### src/hw/rtl/lru_cache_table_core_assert.svh
// Assertion macros for the LRU cache table RTL.
// Needs a clock named clock and an active high reset named reset in the using scope.
`ifndef LRU_CACHE_TABLE_CORE_ASSERT_SVH
`define LRU_CACHE_TABLE_CORE_ASSERT_SVH

// Same-cycle implication, checked outside reset
`define LCT_ASSERT_IMPLY(label, ante, cons) \
   label: assert property (@(posedge clock) disable iff (reset) (ante) |-> (cons)) \
      else $error("lru cache table: same-cycle check failed");

// Next-cycle implication, checked outside reset
`define LCT_ASSERT_NEXT(label, ante, cons) \
   label: assert property (@(posedge clock) disable iff (reset) (ante) |=> (cons)) \
      else $error("lru cache table: next-cycle check failed");

`endif

### src/hw/rtl/lct_pkg.sv
// Shared types and constants for the LRU cache table.
// No dependencies; imported by the interfaces, the core and the sequencer.
package lct_pkg;

   localparam int KEY_W = 32;
   localparam int CAP_W = 5;
   localparam logic [CAP_W-1:0] CAP_RESET = 5'd16;

   localparam logic OP_INSERT   = 1'b0;
   localparam logic OP_RETRIEVE = 1'b1;

   typedef enum logic [2:0] {
      ST_IDLE,
      ST_SEARCH,
      ST_DECIDE,
      ST_UPDATE,
      ST_FINISH
   } lct_state_type;

   typedef struct packed {
      logic req_ready;
      logic start;
      logic rd_en;
      logic cmp_en;
      logic decide;
      logic wb_en;
      logic finish;
   } lct_ctrl_type;

endpackage

### src/hw/rtl/lct_if.sv
// Channel interfaces for the LRU cache table: request, response and capacity write.
// Depends on lct_pkg.
interface lct_req_if #(parameter int VALUE_BITS = 32) ();
   import lct_pkg::*;
   logic                    valid;
   logic                    ready;
   logic                    op;
   logic signed [KEY_W-1:0] key;
   logic [VALUE_BITS-1:0]   value;
   modport source (output valid, output op, output key, output value, input ready);
   modport sink   (input valid, input op, input key, input value, output ready);
endinterface

interface lct_rsp_if #(parameter int VALUE_BITS = 32) ();
   logic                  valid;
   logic                  ready;
   logic                  found;
   logic [VALUE_BITS-1:0] read_value;
   modport source (output valid, output found, output read_value, input ready);
   modport sink   (input valid, input found, input read_value, output ready);
endinterface

interface lct_csr_if ();
   import lct_pkg::*;
   logic             valid;
   logic             ready;
   logic [CAP_W-1:0] data;
   modport source (output valid, output data, input ready);
   modport sink   (input valid, input data, output ready);
endinterface

### src/hw/rtl/lru_cache_table_core.sv
// LRU cache table: one transaction at a time, as a request is taken only when idle.
// Each transaction makes two sweeps over the single read port of the rank memory:
// a search sweep, then a read-modify-write sweep of the ranks (none on a retrieve miss).
// Reset (synchronous, active high) empties the table and sets the capacity to 16;
// no clearing pass is needed, as the valid bits live in flip-flops.
module lru_cache_table_core #(
   parameter int ENTRIES    = 16,
   parameter int VALUE_BITS = 32
) (
   input  logic       clock,
   input  logic       reset,
   lct_req_if.sink    req_ch,
   lct_rsp_if.source  rsp_ch,
   lct_csr_if.sink    csr_ch
);
   import lct_pkg::*;

`include "lru_cache_table_core_assert.svh"

   localparam int IDX_W = $clog2(ENTRIES);
   localparam int CNT_W = $clog2(ENTRIES + 1);
   localparam int KV_W  = KEY_W + VALUE_BITS;
   localparam int OUT_W = 32;

   lct_ctrl_type ctrl;
   logic [IDX_W-1:0] rd_addr, cmp_idx;

   // capacity register
   logic [CAP_W-1:0] cap_ff;
   logic [CNT_W-1:0] live_cap;

   // transaction captured at acceptance
   logic                  op_ff;
   logic [KEY_W-1:0]      key_ff;
   logic [VALUE_BITS-1:0] val_ff;

   // search results
   logic                  hit_ff;
   logic [IDX_W-1:0]      hit_idx_ff;
   logic [IDX_W-1:0]      hit_rank_ff;
   logic [VALUE_BITS-1:0] hit_val_ff;

   // table bookkeeping
   logic [CNT_W-1:0]   count_ff;
   logic [CNT_W-1:0]   keep_ff, keep_in;
   logic               placed_ff, placed_in;
   logic [ENTRIES-1:0] valid_ff, valid_in;

   // response register
   logic                  rsp_valid_ff, rsp_valid_in;
   logic                  rsp_found_ff;
   logic [VALUE_BITS-1:0] rsp_value_ff, rsp_value_in;
   logic                  rsp_free;

   // memory ports
   logic             kv_wr_en;
   logic [IDX_W-1:0] kv_wr_addr;
   logic [KV_W-1:0]  kv_wr_data, kv_rd_data;
   logic             rank_wr_en;
   logic [IDX_W-1:0] rank_wr_data, rank_rd;

   logic insert_new, skip_update;
   logic cur_valid, cur_evict;

   // ---------------------------------------------------------------
   // Sequencer
   // ---------------------------------------------------------------
   assign skip_update = (op_ff == OP_RETRIEVE) && !hit_ff;
   assign rsp_free    = !rsp_valid_ff || rsp_ch.ready;

   lct_fsm #(.ENTRIES(ENTRIES)) u_fsm (
      .clock       (clock),
      .reset       (reset),
      .req_valid   (req_ch.valid),
      .skip_update (skip_update),
      .rsp_free    (rsp_free),
      .ctrl        (ctrl),
      .rd_addr     (rd_addr),
      .cmp_idx     (cmp_idx)
   );

   assign req_ch.ready = ctrl.req_ready;
   assign csr_ch.ready = 1'b1;

   // ---------------------------------------------------------------
   // Memories: key and value words together, recency ranks apart
   // ---------------------------------------------------------------
   lct_ram #(.WIDTH(KV_W), .DEPTH(ENTRIES)) u_kv_ram (
      .clock   (clock),
      .wr_en   (kv_wr_en),
      .wr_addr (kv_wr_addr),
      .wr_data (kv_wr_data),
      .rd_en   (ctrl.rd_en),
      .rd_addr (rd_addr),
      .rd_data (kv_rd_data)
   );

   lct_ram #(.WIDTH(IDX_W), .DEPTH(ENTRIES)) u_rank_ram (
      .clock   (clock),
      .wr_en   (rank_wr_en),
      .wr_addr (cmp_idx),
      .wr_data (rank_wr_data),
      .rd_en   (ctrl.rd_en),
      .rd_addr (rd_addr),
      .rd_data (rank_rd)
   );

   // Clamp the capacity: zero acts as one, anything above ENTRIES as ENTRIES
   always_comb begin
      if (cap_ff == '0) begin
         live_cap = CNT_W'(1);
      end else if (32'(cap_ff) > 32'(ENTRIES)) begin
         live_cap = CNT_W'(ENTRIES);
      end else begin
         live_cap = CNT_W'(cap_ff);
      end
   end

   // An insert of an absent key fills a slot; any hit promotes the hit slot; a retrieve miss changes nothing
   assign insert_new = (op_ff == OP_INSERT) && !hit_ff;

   // Decide how many of the most recent entries survive an insert of a new key:
   // every valid slot whose rank reaches the limit is evicted in the update sweep.
   always_comb begin
      keep_in = keep_ff;
      if (ctrl.decide) begin
         keep_in = (count_ff >= live_cap) ? CNT_W'(live_cap - CNT_W'(1)) : count_ff;
      end
   end

   // ---------------------------------------------------------------
   // Update sweep: read the rank, modify, write back one slot per cycle.
   // The write of slot i coincides with the read of slot i+1, so no
   // forwarding is needed.
   // ---------------------------------------------------------------
   assign cur_valid = valid_ff[cmp_idx];
   assign cur_evict = cur_valid && (CNT_W'(rank_rd) >= keep_ff);

   always_comb begin
      rank_wr_en   = 1'b0;
      rank_wr_data = '0;
      kv_wr_en     = 1'b0;
      kv_wr_addr   = hit_idx_ff;
      kv_wr_data   = {key_ff, val_ff};
      valid_in     = valid_ff;
      placed_in    = placed_ff;
      if (ctrl.decide) begin
         placed_in = 1'b0;
         // replace the value of a present key in place
         if ((op_ff == OP_INSERT) && hit_ff) begin
            kv_wr_en = 1'b1;
         end
      end
      if (ctrl.wb_en) begin
         if (insert_new) begin
            if (!placed_ff && (!cur_valid || cur_evict)) begin
               // take the first free or freed slot as the most recent entry
               rank_wr_en        = 1'b1;
               kv_wr_en          = 1'b1;
               kv_wr_addr        = cmp_idx;
               valid_in[cmp_idx] = 1'b1;
               placed_in         = 1'b1;
            end else if (cur_evict) begin
               valid_in[cmp_idx] = 1'b0;
            end else if (cur_valid) begin
               // age every survivor by one
               rank_wr_en   = 1'b1;
               rank_wr_data = IDX_W'(rank_rd + IDX_W'(1));
            end
         end else begin
            if (cmp_idx == hit_idx_ff) begin
               rank_wr_en = 1'b1;
            end else if (cur_valid && (rank_rd < hit_rank_ff)) begin
               // age only those more recent than the promoted slot
               rank_wr_en   = 1'b1;
               rank_wr_data = IDX_W'(rank_rd + IDX_W'(1));
            end
         end
      end
   end

   // ---------------------------------------------------------------
   // Response register: parts the pipeline from the response channel
   // ---------------------------------------------------------------
   always_comb begin
      rsp_value_in = '0;
      // a result is at most 32 bits wide; drop any bits above
      for (int b = 0; b < VALUE_BITS; b++) begin
         if (b < OUT_W) begin
            rsp_value_in[b] = (op_ff == OP_RETRIEVE) && hit_ff && hit_val_ff[b];
         end
      end
      if (ctrl.finish) begin
         rsp_valid_in = 1'b1;
      end else begin
         rsp_valid_in = rsp_valid_ff && !rsp_ch.ready;
      end
   end

   assign rsp_ch.valid      = rsp_valid_ff;
   assign rsp_ch.found      = rsp_found_ff;
   assign rsp_ch.read_value = rsp_value_ff;

   // ---------------------------------------------------------------
   // Registers
   // ---------------------------------------------------------------
   always_ff @(posedge clock) begin
      if (reset) begin
         cap_ff       <= CAP_RESET;
         count_ff     <= '0;
         valid_ff     <= '0;
         placed_ff    <= 1'b0;
         hit_ff       <= 1'b0;
         rsp_valid_ff <= 1'b0;
      end else begin
         if (csr_ch.valid && csr_ch.ready) begin
            cap_ff <= csr_ch.data;
         end
         valid_ff     <= valid_in;
         placed_ff    <= placed_in;
         rsp_valid_ff <= rsp_valid_in;
         if (ctrl.decide && insert_new) begin
            count_ff <= CNT_W'(keep_in + CNT_W'(1));
         end
         if (ctrl.start) begin
            hit_ff <= 1'b0;
         end else if (ctrl.cmp_en && !hit_ff && cur_valid
                      && (kv_rd_data[KV_W-1:VALUE_BITS] == key_ff)) begin
            hit_ff <= 1'b1;
         end
      end
   end

   // Payload: no reset needed
   always_ff @(posedge clock) begin
      keep_ff <= keep_in;
      if (ctrl.start) begin
         op_ff  <= req_ch.op;
         key_ff <= req_ch.key;
         val_ff <= req_ch.value;
      end
      // capture the first matching slot of the search sweep
      if (ctrl.cmp_en && !hit_ff && cur_valid
          && (kv_rd_data[KV_W-1:VALUE_BITS] == key_ff)) begin
         hit_idx_ff  <= cmp_idx;
         hit_rank_ff <= rank_rd;
         hit_val_ff  <= kv_rd_data[VALUE_BITS-1:0];
      end
      if (ctrl.finish) begin
         rsp_found_ff <= (op_ff == OP_INSERT) || hit_ff;
         rsp_value_ff <= rsp_value_in;
      end
   end

   // ---------------------------------------------------------------
   // Assertions
   // ---------------------------------------------------------------
   // between transactions the count matches the number of valid slots
   `LCT_ASSERT_IMPLY(a_count_matches_valid, ctrl.req_ready, $countones(valid_ff) == 32'(count_ff))
   // a finished transaction never overwrites a waiting response
   `LCT_ASSERT_IMPLY(a_no_rsp_overwrite, ctrl.finish, !rsp_valid_ff || rsp_ch.ready)
   // an insert of a new key has found a slot by the time it finishes
   `LCT_ASSERT_IMPLY(a_new_key_placed, ctrl.finish && insert_new, placed_ff)
   // a finished transaction shows its response in the next cycle
   `LCT_ASSERT_NEXT(a_rsp_follows_finish, ctrl.finish, rsp_valid_ff)

endmodule

### src/hw/rtl/lct_ram.sv
// Generic simple dual-port RAM: one write port, one read port, registered read.
// No dependencies.
module lct_ram #(
   parameter int WIDTH = 32,
   parameter int DEPTH = 16
) (
   input  logic                     clock,
   input  logic                     wr_en,
   input  logic [$clog2(DEPTH)-1:0] wr_addr,
   input  logic [WIDTH-1:0]         wr_data,
   input  logic                     rd_en,
   input  logic [$clog2(DEPTH)-1:0] rd_addr,
   output logic [WIDTH-1:0]         rd_data
);
   logic [WIDTH-1:0] mem_ff [DEPTH];
   logic [WIDTH-1:0] rd_data_ff;

   always_ff @(posedge clock) begin
      if (wr_en) begin
         mem_ff[wr_addr] <= wr_data;
      end
      if (rd_en) begin
         rd_data_ff <= mem_ff[rd_addr];
      end
   end

   assign rd_data = rd_data_ff;
endmodule

### src/hw/rtl/lct_fsm.sv
// Sequencer for the LRU cache table: search sweep, decision, update sweep (skipped on a retrieve miss), finish.
// Depends on lct_pkg.
module lct_fsm #(
   parameter int ENTRIES = 16
) (
   input  logic                       clock,
   input  logic                       reset,
   input  logic                       req_valid,
   input  logic                       skip_update,
   input  logic                       rsp_free,
   output lct_pkg::lct_ctrl_type      ctrl,
   output logic [$clog2(ENTRIES)-1:0] rd_addr,
   output logic [$clog2(ENTRIES)-1:0] cmp_idx
);
   import lct_pkg::*;

   localparam int IDX_W = $clog2(ENTRIES);
   localparam int CNT_W = $clog2(ENTRIES + 1);
   localparam logic [CNT_W-1:0] LAST = CNT_W'(ENTRIES);

   lct_state_type     state_ff, state_in;
   logic [CNT_W-1:0]  scan_ff, scan_in;
   logic              pipe_vld_ff, pipe_vld_in;
   logic [IDX_W-1:0]  pipe_idx_ff;
   logic              sweeping;

   assign sweeping = (state_ff == ST_SEARCH) || (state_ff == ST_UPDATE);

   // next state
   always_comb begin
      state_in = state_ff;
      unique case (state_ff)
         ST_IDLE:   if (req_valid) state_in = ST_SEARCH;
         ST_SEARCH: if (scan_ff == LAST) state_in = ST_DECIDE;
         ST_DECIDE: state_in = skip_update ? ST_FINISH : ST_UPDATE;
         ST_UPDATE: if (scan_ff == LAST) state_in = ST_FINISH;
         ST_FINISH: if (rsp_free) state_in = ST_IDLE;
         default:   state_in = ST_IDLE;
      endcase
   end

   // sweep counter and read pipeline
   always_comb begin
      pipe_vld_in = sweeping && (scan_ff != LAST);
      if (sweeping) begin
         scan_in = pipe_vld_in ? CNT_W'(scan_ff + CNT_W'(1)) : scan_ff;
      end else begin
         scan_in = '0;
      end
   end

   // outputs
   always_comb begin
      ctrl.req_ready = (state_ff == ST_IDLE);
      ctrl.start     = (state_ff == ST_IDLE) && req_valid;
      ctrl.rd_en     = pipe_vld_in;
      ctrl.cmp_en    = (state_ff == ST_SEARCH) && pipe_vld_ff;
      ctrl.decide    = (state_ff == ST_DECIDE);
      ctrl.wb_en     = (state_ff == ST_UPDATE) && pipe_vld_ff;
      ctrl.finish    = (state_ff == ST_FINISH) && rsp_free;
   end

   assign rd_addr = scan_ff[IDX_W-1:0];
   assign cmp_idx = pipe_idx_ff;

   always_ff @(posedge clock) begin
      if (reset) begin
         state_ff    <= ST_IDLE;
         scan_ff     <= '0;
         pipe_vld_ff <= 1'b0;
      end else begin
         state_ff    <= state_in;
         scan_ff     <= scan_in;
         pipe_vld_ff <= pipe_vld_in;
      end
      pipe_idx_ff <= scan_ff[IDX_W-1:0];
   end
endmodule
### src/flat_wrapper.sv
// flat-port wrapper written by rule: the top's interface ports become plain ports
module lru_cache_table_core_flat import lct_pkg::*;
#(
   parameter int ENTRIES    = 16,
   parameter int VALUE_BITS = 32
)
  (clock, reset, req_ch_valid, req_ch_op, req_ch_key, req_ch_value, req_ch_ready, rsp_ch_valid, rsp_ch_found, rsp_ch_read_value, rsp_ch_ready, csr_ch_valid, csr_ch_data, csr_ch_ready);
  lct_req_if #(.VALUE_BITS(VALUE_BITS)) req_ch_i ();
  lct_rsp_if #(.VALUE_BITS(VALUE_BITS)) rsp_ch_i ();
  lct_csr_if csr_ch_i ();
  input  logic clock;
  input  logic reset;
  input wire logic [$bits(req_ch_i.valid)-1:0] req_ch_valid;
  input wire logic [$bits(req_ch_i.op)-1:0] req_ch_op;
  input wire logic [$bits(req_ch_i.key)-1:0] req_ch_key;
  input wire logic [$bits(req_ch_i.value)-1:0] req_ch_value;
  output wire logic [$bits(req_ch_i.ready)-1:0] req_ch_ready;
  output wire logic [$bits(rsp_ch_i.valid)-1:0] rsp_ch_valid;
  output wire logic [$bits(rsp_ch_i.found)-1:0] rsp_ch_found;
  output wire logic [$bits(rsp_ch_i.read_value)-1:0] rsp_ch_read_value;
  input wire logic [$bits(rsp_ch_i.ready)-1:0] rsp_ch_ready;
  input wire logic [$bits(csr_ch_i.valid)-1:0] csr_ch_valid;
  input wire logic [$bits(csr_ch_i.data)-1:0] csr_ch_data;
  output wire logic [$bits(csr_ch_i.ready)-1:0] csr_ch_ready;
  assign req_ch_i.valid = req_ch_valid;
  assign req_ch_i.op = req_ch_op;
  assign req_ch_i.key = req_ch_key;
  assign req_ch_i.value = req_ch_value;
  assign req_ch_ready = req_ch_i.ready;
  assign rsp_ch_valid = rsp_ch_i.valid;
  assign rsp_ch_found = rsp_ch_i.found;
  assign rsp_ch_read_value = rsp_ch_i.read_value;
  assign rsp_ch_i.ready = rsp_ch_ready;
  assign csr_ch_i.valid = csr_ch_valid;
  assign csr_ch_i.data = csr_ch_data;
  assign csr_ch_ready = csr_ch_i.ready;
  lru_cache_table_core #(.ENTRIES(ENTRIES), .VALUE_BITS(VALUE_BITS)) u_core (.clock(clock), .reset(reset), .req_ch(req_ch_i), .rsp_ch(rsp_ch_i), .csr_ch(csr_ch_i));
endmodule
### config.mk
export PLATFORM = sky130hd
export DESIGN_NAME = lru_cache_table_core_flat
export DESIGN_NICKNAME = d
export VERILOG_FILES = /design/src/hw/rtl/lct_pkg.sv /design/src/hw/rtl/lct_if.sv /design/src/hw/rtl/lru_cache_table_core.sv /design/src/hw/rtl/lct_ram.sv /design/src/hw/rtl/lct_fsm.sv /design/src/flat_wrapper.sv
export VERILOG_INCLUDE_DIRS = /design/src /design/src/hw/rtl
export SDC_FILE = /design/constraint.sdc
export NUM_CORES = 1
export LEC_CHECK = 0
export BUFFER_PORTS_ARGS = -buffer_cell sky130_fd_sc_hd__buf_2
export CAP_MARGIN = 10
export CORE_UTILIZATION = 33
export DETAILED_ROUTE_END_ITERATION = 10
export PLACE_DENSITY = 0.6
export SETUP_SLACK_MARGIN = 0.3
export SYNTH_ARGS = -nofsm -noshare
export SYNTH_HDL_FRONTEND = slang
export SYNTH_SLANG_ARGS = --single-unit
### constraint.sdc
create_clock -name clock -period 6.56 [get_ports clock]
set_input_delay 0.328 -clock clock [delete_from_list [all_inputs] [get_ports clock]]
set_output_delay 0.328 -clock clock [all_outputs]
set_load 0.1 [all_outputs]
Yosys cells after proc, flatten, opt, wreduce, memory -nomap -nowiden:

Memory sizes are Yosys's and may differ from the RTL's. A register that Yosys moved wholly into a read port is not among the register bits.
Index checks and enable logic that the tools add are counted.

* input port bits: 75
* register bits after elaboration: 185
* word-level logic and storage cells: 161
* memories kept: 2
* RAM bits: 1088
* output and inout port bits: 36

* bitwise operators: 5
* reductions and logical operators: 66
* multiplexer cells: 47
* $add $sub $neg: 4
* equality and inequality tests: 12
* magnitude comparators: 6

Memory list
* u_core.u_kv_ram.mem_ff: words 16, width 64, read ports 1, clocked after memory_dff 1, wr ports 1, RTL line lct_ram.sv:15 `logic [WIDTH-1:0] mem_ff [DEPTH];`
* u_core.u_rank_ram.mem_ff: words 16, width 4, read ports 1, clocked after memory_dff 1, wr ports 1, RTL line lct_ram.sv:15

Operators with widths (count)
* 1-bit logical AND: 50
* 4-bit two-way mux: 10
* 32-bit equality test: 1
* 16-bit two-way mux: 2
* 1-bit two-way mux: 23
* 5-bit two-way mux: 4
* 16-bit AND: 1
* 16-bit NOT: 1
* 16-bit OR: 1
* 3-bit two-way mux: 5
* 3-bit one-hot mux with 5 select lines: 1
* 5-bit by 1-bit adder with 5-bit output, second input constant: 2
* 3-bit by 2-bit equality test with 1-bit output, second input constant: 2
* 5-bit equality test, second input constant: 1
* 4-bit by 5-bit greater-or-equal comparator with 1-bit output: 1
* 5-bit greater-or-equal comparator: 1
* 5-bit > comparator, second input constant: 1
* 1-bit logical NOT: 5
* 5-bit logical NOT: 1
* 4-bit by 5-bit < comparator with 1-bit output, second input constant: 1
* 5-bit != test, second input constant: 1
* 5-bit by 1-bit subtractor with 5-bit output, second input constant: 1
* 4-bit by 1-bit adder with 4-bit output, second input constant: 1
* 1-bit binary-select mux with 4-bit select: 1
* 15 further kinds: 22

Longest topological paths before layout:

* depth in word-level cells: 10
* depth in mapped cells: 14
* mapped depth without buffers: 14

Hierarchy:

Synthesis repeated with hierarchy kept, for this count alone.

* cells, all modules: 2345
* area total of the unflattened synthesis: 50627.3 sq um

By module, submodules not included
* lct_ram (u_core.u_kv_ram): seq. area each 32671.3 sq um, area an instance 40223.6 sq um, cells an instance 1647, times used 1
* lru_cache_table_core: seq. area each 4824.6 sq um, area an instance 7021.7 sq um, cells an instance 491, times used 1
* lct_ram (u_core.u_rank_ram): seq. area each 2042.0 sq um, area an instance 2706.3 sq um, cells an instance 130, times used 1
* lct_fsm: seq. area each 260.2 sq um, area an instance 675.6 sq um, cells an instance 77, times used 1

Worst setup path before layout:

Ideal clock, no wire load.

* kind: register -> register
* start: register u_core.u_fsm.pipe_idx_ff[0] (netlist: u_core.u_fsm.cmp_idx[0])
* end: memory u_core.u_kv_ram.mem_ff[12][0] (netlist name), enable pin
* clock period less this slack: 7.115 ns
* data arrival time: 6.531 ns
* stages on the path, launching flop included: 10
* setup time: 0.584 ns
* path slack: -0.555 ns
* buffers on the path: 2
* data required time: 5.976 ns
* cells stage by stage: dfxtp_1 buf_6 mux4_1 mux2i_1 mux2_4 a21oi_4 nor2_4 buf_6 nand2_1 o32ai_1

* cells in the longest elaborated chain, start to end: 10
* elaborated cells on any way between the ends: 14
* classes of those cells: mux: 10; reduce/logical: 4

Ends and longest elaborated chain
* start: declaration: RTL line lct_fsm.sv:24 `logic [IDX_W-1:0] pipe_idx_ff;`
* start signal: assignment: RTL line lct_fsm.sv:76 `pipe_idx_ff <= scan_ff[IDX_W-1:0];`
* 1-bit binary-select mux with 4-bit select: RTL line lru_cache_table_core.sv:136 `assign cur_valid = valid_ff[cmp_idx];`
* 1-bit two-way mux (not written as such): RTL line lru_cache_table_core.sv:136
* 1-bit logical NOT or 1-bit logical AND (tied branches): RTL line lru_cache_table_core.sv:156, lru_cache_table_core.sv:137
* 1-bit logical OR: RTL line lru_cache_table_core.sv:156 `if (!placed_ff && (!cur_valid || cur_evict)) begin`
* 1-bit logical AND: RTL line lru_cache_table_core.sv:156
* 1-bit two-way mux: RTL line lru_cache_table_core.sv:156
* 1-bit two-way mux: RTL line lru_cache_table_core.sv:155 `if (insert_new) begin`
* 1-bit two-way mux: RTL line lru_cache_table_core.sv:154 `if (ctrl.wb_en) begin`
* 1-bit two-way mux: RTL line lct_ram.sv:19 `if (wr_en) begin`
* 1-bit two-way mux (not written as such): RTL line lct_ram.sv:20 `mem_ff[wr_addr] <= wr_data;`
* end: declaration: RTL line lct_ram.sv:15

Several ways; a longest one is shown, not always the timed one. The select of a mux whose other input is x is not followed.

Worst setup path after layout:

* start: register u_core.u_fsm.pipe_idx_ff[0] (netlist: u_core.u_fsm.cmp_idx[0])
* end: memory u_core.u_kv_ram.mem_ff[0][39] (netlist name), enable pin

Same word-level chain as after synthesis.

==> impl_metrics.json <==
{
  "ys.flop_type": "edfxtp_1",
  "fmax_mhz": 214,
  "p_int_mw": 15.6,
  "io_pins": 111,
  "synth-edff-count": 1294,
  "cap_violations": 0,
  "cts_setup_buffers": 0,
  "period_share_pct": 71.3,
  "ys_warn_count": 0,
  "cp_slowest_cell": "o21ai_4",
  "r2r-start": "u_core.u_fsm.cmp_idx[0]",
  "yosysTopAreaCellShare_pct": 76.9,
  "clkPwrFrac_pct": 38.1,
  "die_y_um": 393,
  "cts_sinks": 1341,
  "initial_core_util_pct": 33.3,
  "ir_worst_vdd_mv": 0.279,
  "vias": 23100,
  "final_hold_viol_count": 0,
  "setup_viol": 0,
  "synthArstFlopShare_pct": 0,
  "p_leak_nw": 17.9,
  "antenna_found_initial": 3,
  "crit_type": "flip-flop to flip-flop",
  "synth_nets": 2291,
  "synth_area_leaders": "edfxtp_1 77%, mux4_2 15%, dfxtp_1 1.9%, xor2_1 0.55%, and3_1 0.43%",
  "avgSynthCellArea_um2": 23.0,
  "ys_seq_area_share_pct": 78.8,
  "synthMostInstantiatedCell": "edfxtp_1",
  "portBuffers": 109,
  "place_hpwl_mm": 64.5,
  "area_growth_syn_to_layout_pct": 17.0,
  "grt_pass1_wl_mm": 165,
  "fp.dieW_um": 393,
  "worst_clock_skew_ns": 0.0288,
  "synth_area_um2": 50500,
  "synth_top_area_cell": "edfxtp_1",
  "grt_max_degree": 152,
  "cts_buffer_depth": 3,
  "end_kind": "flip-flop",
  "drt_iter0_drc": 2357,
  "rsz0062_at_grt": "false",
  "p_switching_mw": 5.03,
  "cts_max_level": 4,
  "core-area_um2": 152000,
  "detail_route.first_pass.iterations": 10,
  "critPathLaunch": "u_core.u_fsm.cmp_idx[0]",
  "tightest_slew_ns": 1.28,
  "postSynthCellCount": 2199,
  "placementRows": 143,
  "clkTransAtPathRegs_ns": 0.06,
  "start_kind": "flip-flop",
  "cp_max_fo": 24,
  "detail-route-antenna-nets": 0,
  "drt-total-wl_mm": 113,
  "final_cells": 4605,
  "switching_share_pct": 24.4,
  "setup_ws_ns": 1.88,
  "cts_tree": "done",
  "fin_util_pct": 38.9,
  "ctsRootBufferMaster": "clkbuf_16",
  "overflow": 0,
  "insertion_delay_ns": 0.75,
  "drc_errors": 0,
  "hold_class": "input pin to flip-flop",
  "ys_ff_latch": 1341,
  "synth_cell_types": 64,
  "dp_cells": 4279,
  "min_from": "reset",
  "power_density_nw_per_um2": 348,
  "slew_viol_final": 0,
  "critPathRequiredTime_ns": 6.95,
  "first_global_vias": 24500,
  "dieArea_um2": 155000,
  "fin_nets": 2561,
  "wire_per_inst_um": 24.5,
  "seq_power_share_pct": 52.4,
  "max_slew_margin_pct": 14.8,
  "viasPerCell": 5.02,
  "min_period_ns": 4.68,
  "grtUsageTotal_pct": 14.7,
  "numCtsBuffers": 141,
  "place_ws_ns": 1.89,
  "synthTopCellsByCount": "1294 x edfxtp_1, 342 x mux4_2, 55 x clkbuf_1",
  "crit_chain": "mux4_1 -> mux2i_1 -> mux2_4 -> a21oi_4 -> nor2_4 -> a21oi_1 -> o21ai_4 -> buf_4",
  "fill_cells": 13300,
  "outcome": "completed",
  "worstPathArrival_ns": 5.07,
  "cp_slowest_stage_delay_ns": 1.01,
  "drive_gt1_share_pct": 28.5,
  "globalplace.congestion": 0.789,
  "power_frac_comb_pct": 9.5
}
[timing repair]
action                                 in CTS  in global routing
endpoints found under the hold margin      71                  0
resized for setup                           0                  0
hold buffers                               77                  0
[sequential cells by signal (all words and copies together) (netlist names), 3 cells and up, named ones only]
name / cells
u_core.u_kv_ram.mem_ff: 1024
u_core.u_kv_ram.rd_data: 64
u_core.u_rank_ram.mem_ff: 64
u_core.hit_val_ff: 32
u_core.key_ff: 32
u_core.rsp_ch.read_value: 32
u_core.val_ff: 32
u_core.cap_ff: 5
u_core.count_ff: 5
u_core.keep_ff: 5
u_core.u_fsm.scan_ff: 5
u_core.hit_idx_ff: 4
u_core.hit_rank_ff: 4
u_core.u_fsm.cmp_idx: 4
u_core.u_rank_ram.rd_data: 4
u_core.u_fsm.state_ff: 3
[metal layers]
layer,share of wire [%],up-vias,wire (µm),global-route usage (%)
met5,0.012,-,13,0
met3,5.3,173,5960,2.67
li1,-,9802,-,-
met2,49,732,54900,23.7
met1,44,12400,49800,20.3
met4,2.0,2,2250,4.03
[worst max-delay path, delay by kind of cell (launching register included)]
family | cells | cell delay (ns)
AO/OA/AOI/OAI | 3 | 1.44
buffers and inverters | 1 | 0.49
flip-flops | 1 | 0.79
multiplexers | 3 | 1.11
AND/OR/NAND/NOR | 1 | 0.44
[cell families (layout without fill, tap and decap cells)]
family / Yosys count / count (layout) / share of synthesized area [%]
other: 1 / 3 / 0.00742
and+or+nand+nor: 211 / 211 / 2.11
buffers and inverters: 130 / 504 / 1.12
AOI/OAI and AO/OA: 101 / 101 / 1.23
DFF: 1341 / 1341 / 78.8
xor gates and xnor gates: 41 / 41 / 0.711
adders and majority gates: 17 / 17 / 0.421
muxes: 357 / 357 / 15.6
[placed cells by master, fill, tap and decap left out, types with 27 or more instances in the layout]
master / instances
edfxtp_1: 1294
mux4_2: 342
clkbuf_16: 145
buf_2: 109
dlygate4sd3_1: 77
nor2_1: 47
nand2_1: 45
buf_4: 43
dfxtp_1: 42
and3_1: 34
xor2_1: 32
nand3_1: 28
clkinv_1: 28
a21oi_1: 27
[through the flow]
step / power (mW) / cell area (µm²) / hold slack (ns) / TNS [ns]
floorplan: 12.1 / 50500 / 0.329 / -78.30
global placement: 12.9 / 53800 / 0.402 / 0
detailed placement: 12.9 / 53800 / 0.405 / 0
CTS: 20.8 / 59100 / 0.0238 / 0
global route: 21.3 / 59100 / 0.0846 / 0
finish: 20.6 / 59100 / 0.0748 / 0
[power groups by stage]
stage	Sequential [mW]	Combinational, mW	Clock, mW
after floorplan	10.9	1.20	0
after global placement	10.9	1.95	0
after detailed placement	11.0	1.96	0
after CTS	10.8	2.00	8.01
after global routing	10.9	2.10	8.31
final	10.8	1.96	7.85
[final cells by class]
type	count	area [µm²]	area share (%)
sequential	1341	39800	67.3
multi-input combinational	728	10400	17.6
clock buffer	167	3710	6.28
tap	2030	2540	4.30
timing repair buffer	235	1760	2.98
clock inverter	80	823	1.39
inverter	22	82.6	0.140
antenna	2	5.00	0.00846
[final timing paths]
| check | cells after the start | slack, ns | endpoint |
|---|---|---|---|
| hold / removal | 2 | 0.07 | u_core.cap_ff[0] |
| setup / recovery | 8 | 1.88 | u_core.u_kv_ram.mem_ff[0][39] |
| setup reg to reg | 8 | 1.88 | u_core.u_kv_ram.mem_ff[0][39] |
| hold reg to reg | 0 | 0.42 | u_core.hit_val_ff[17] |
(Power assumes the default switching activity.)
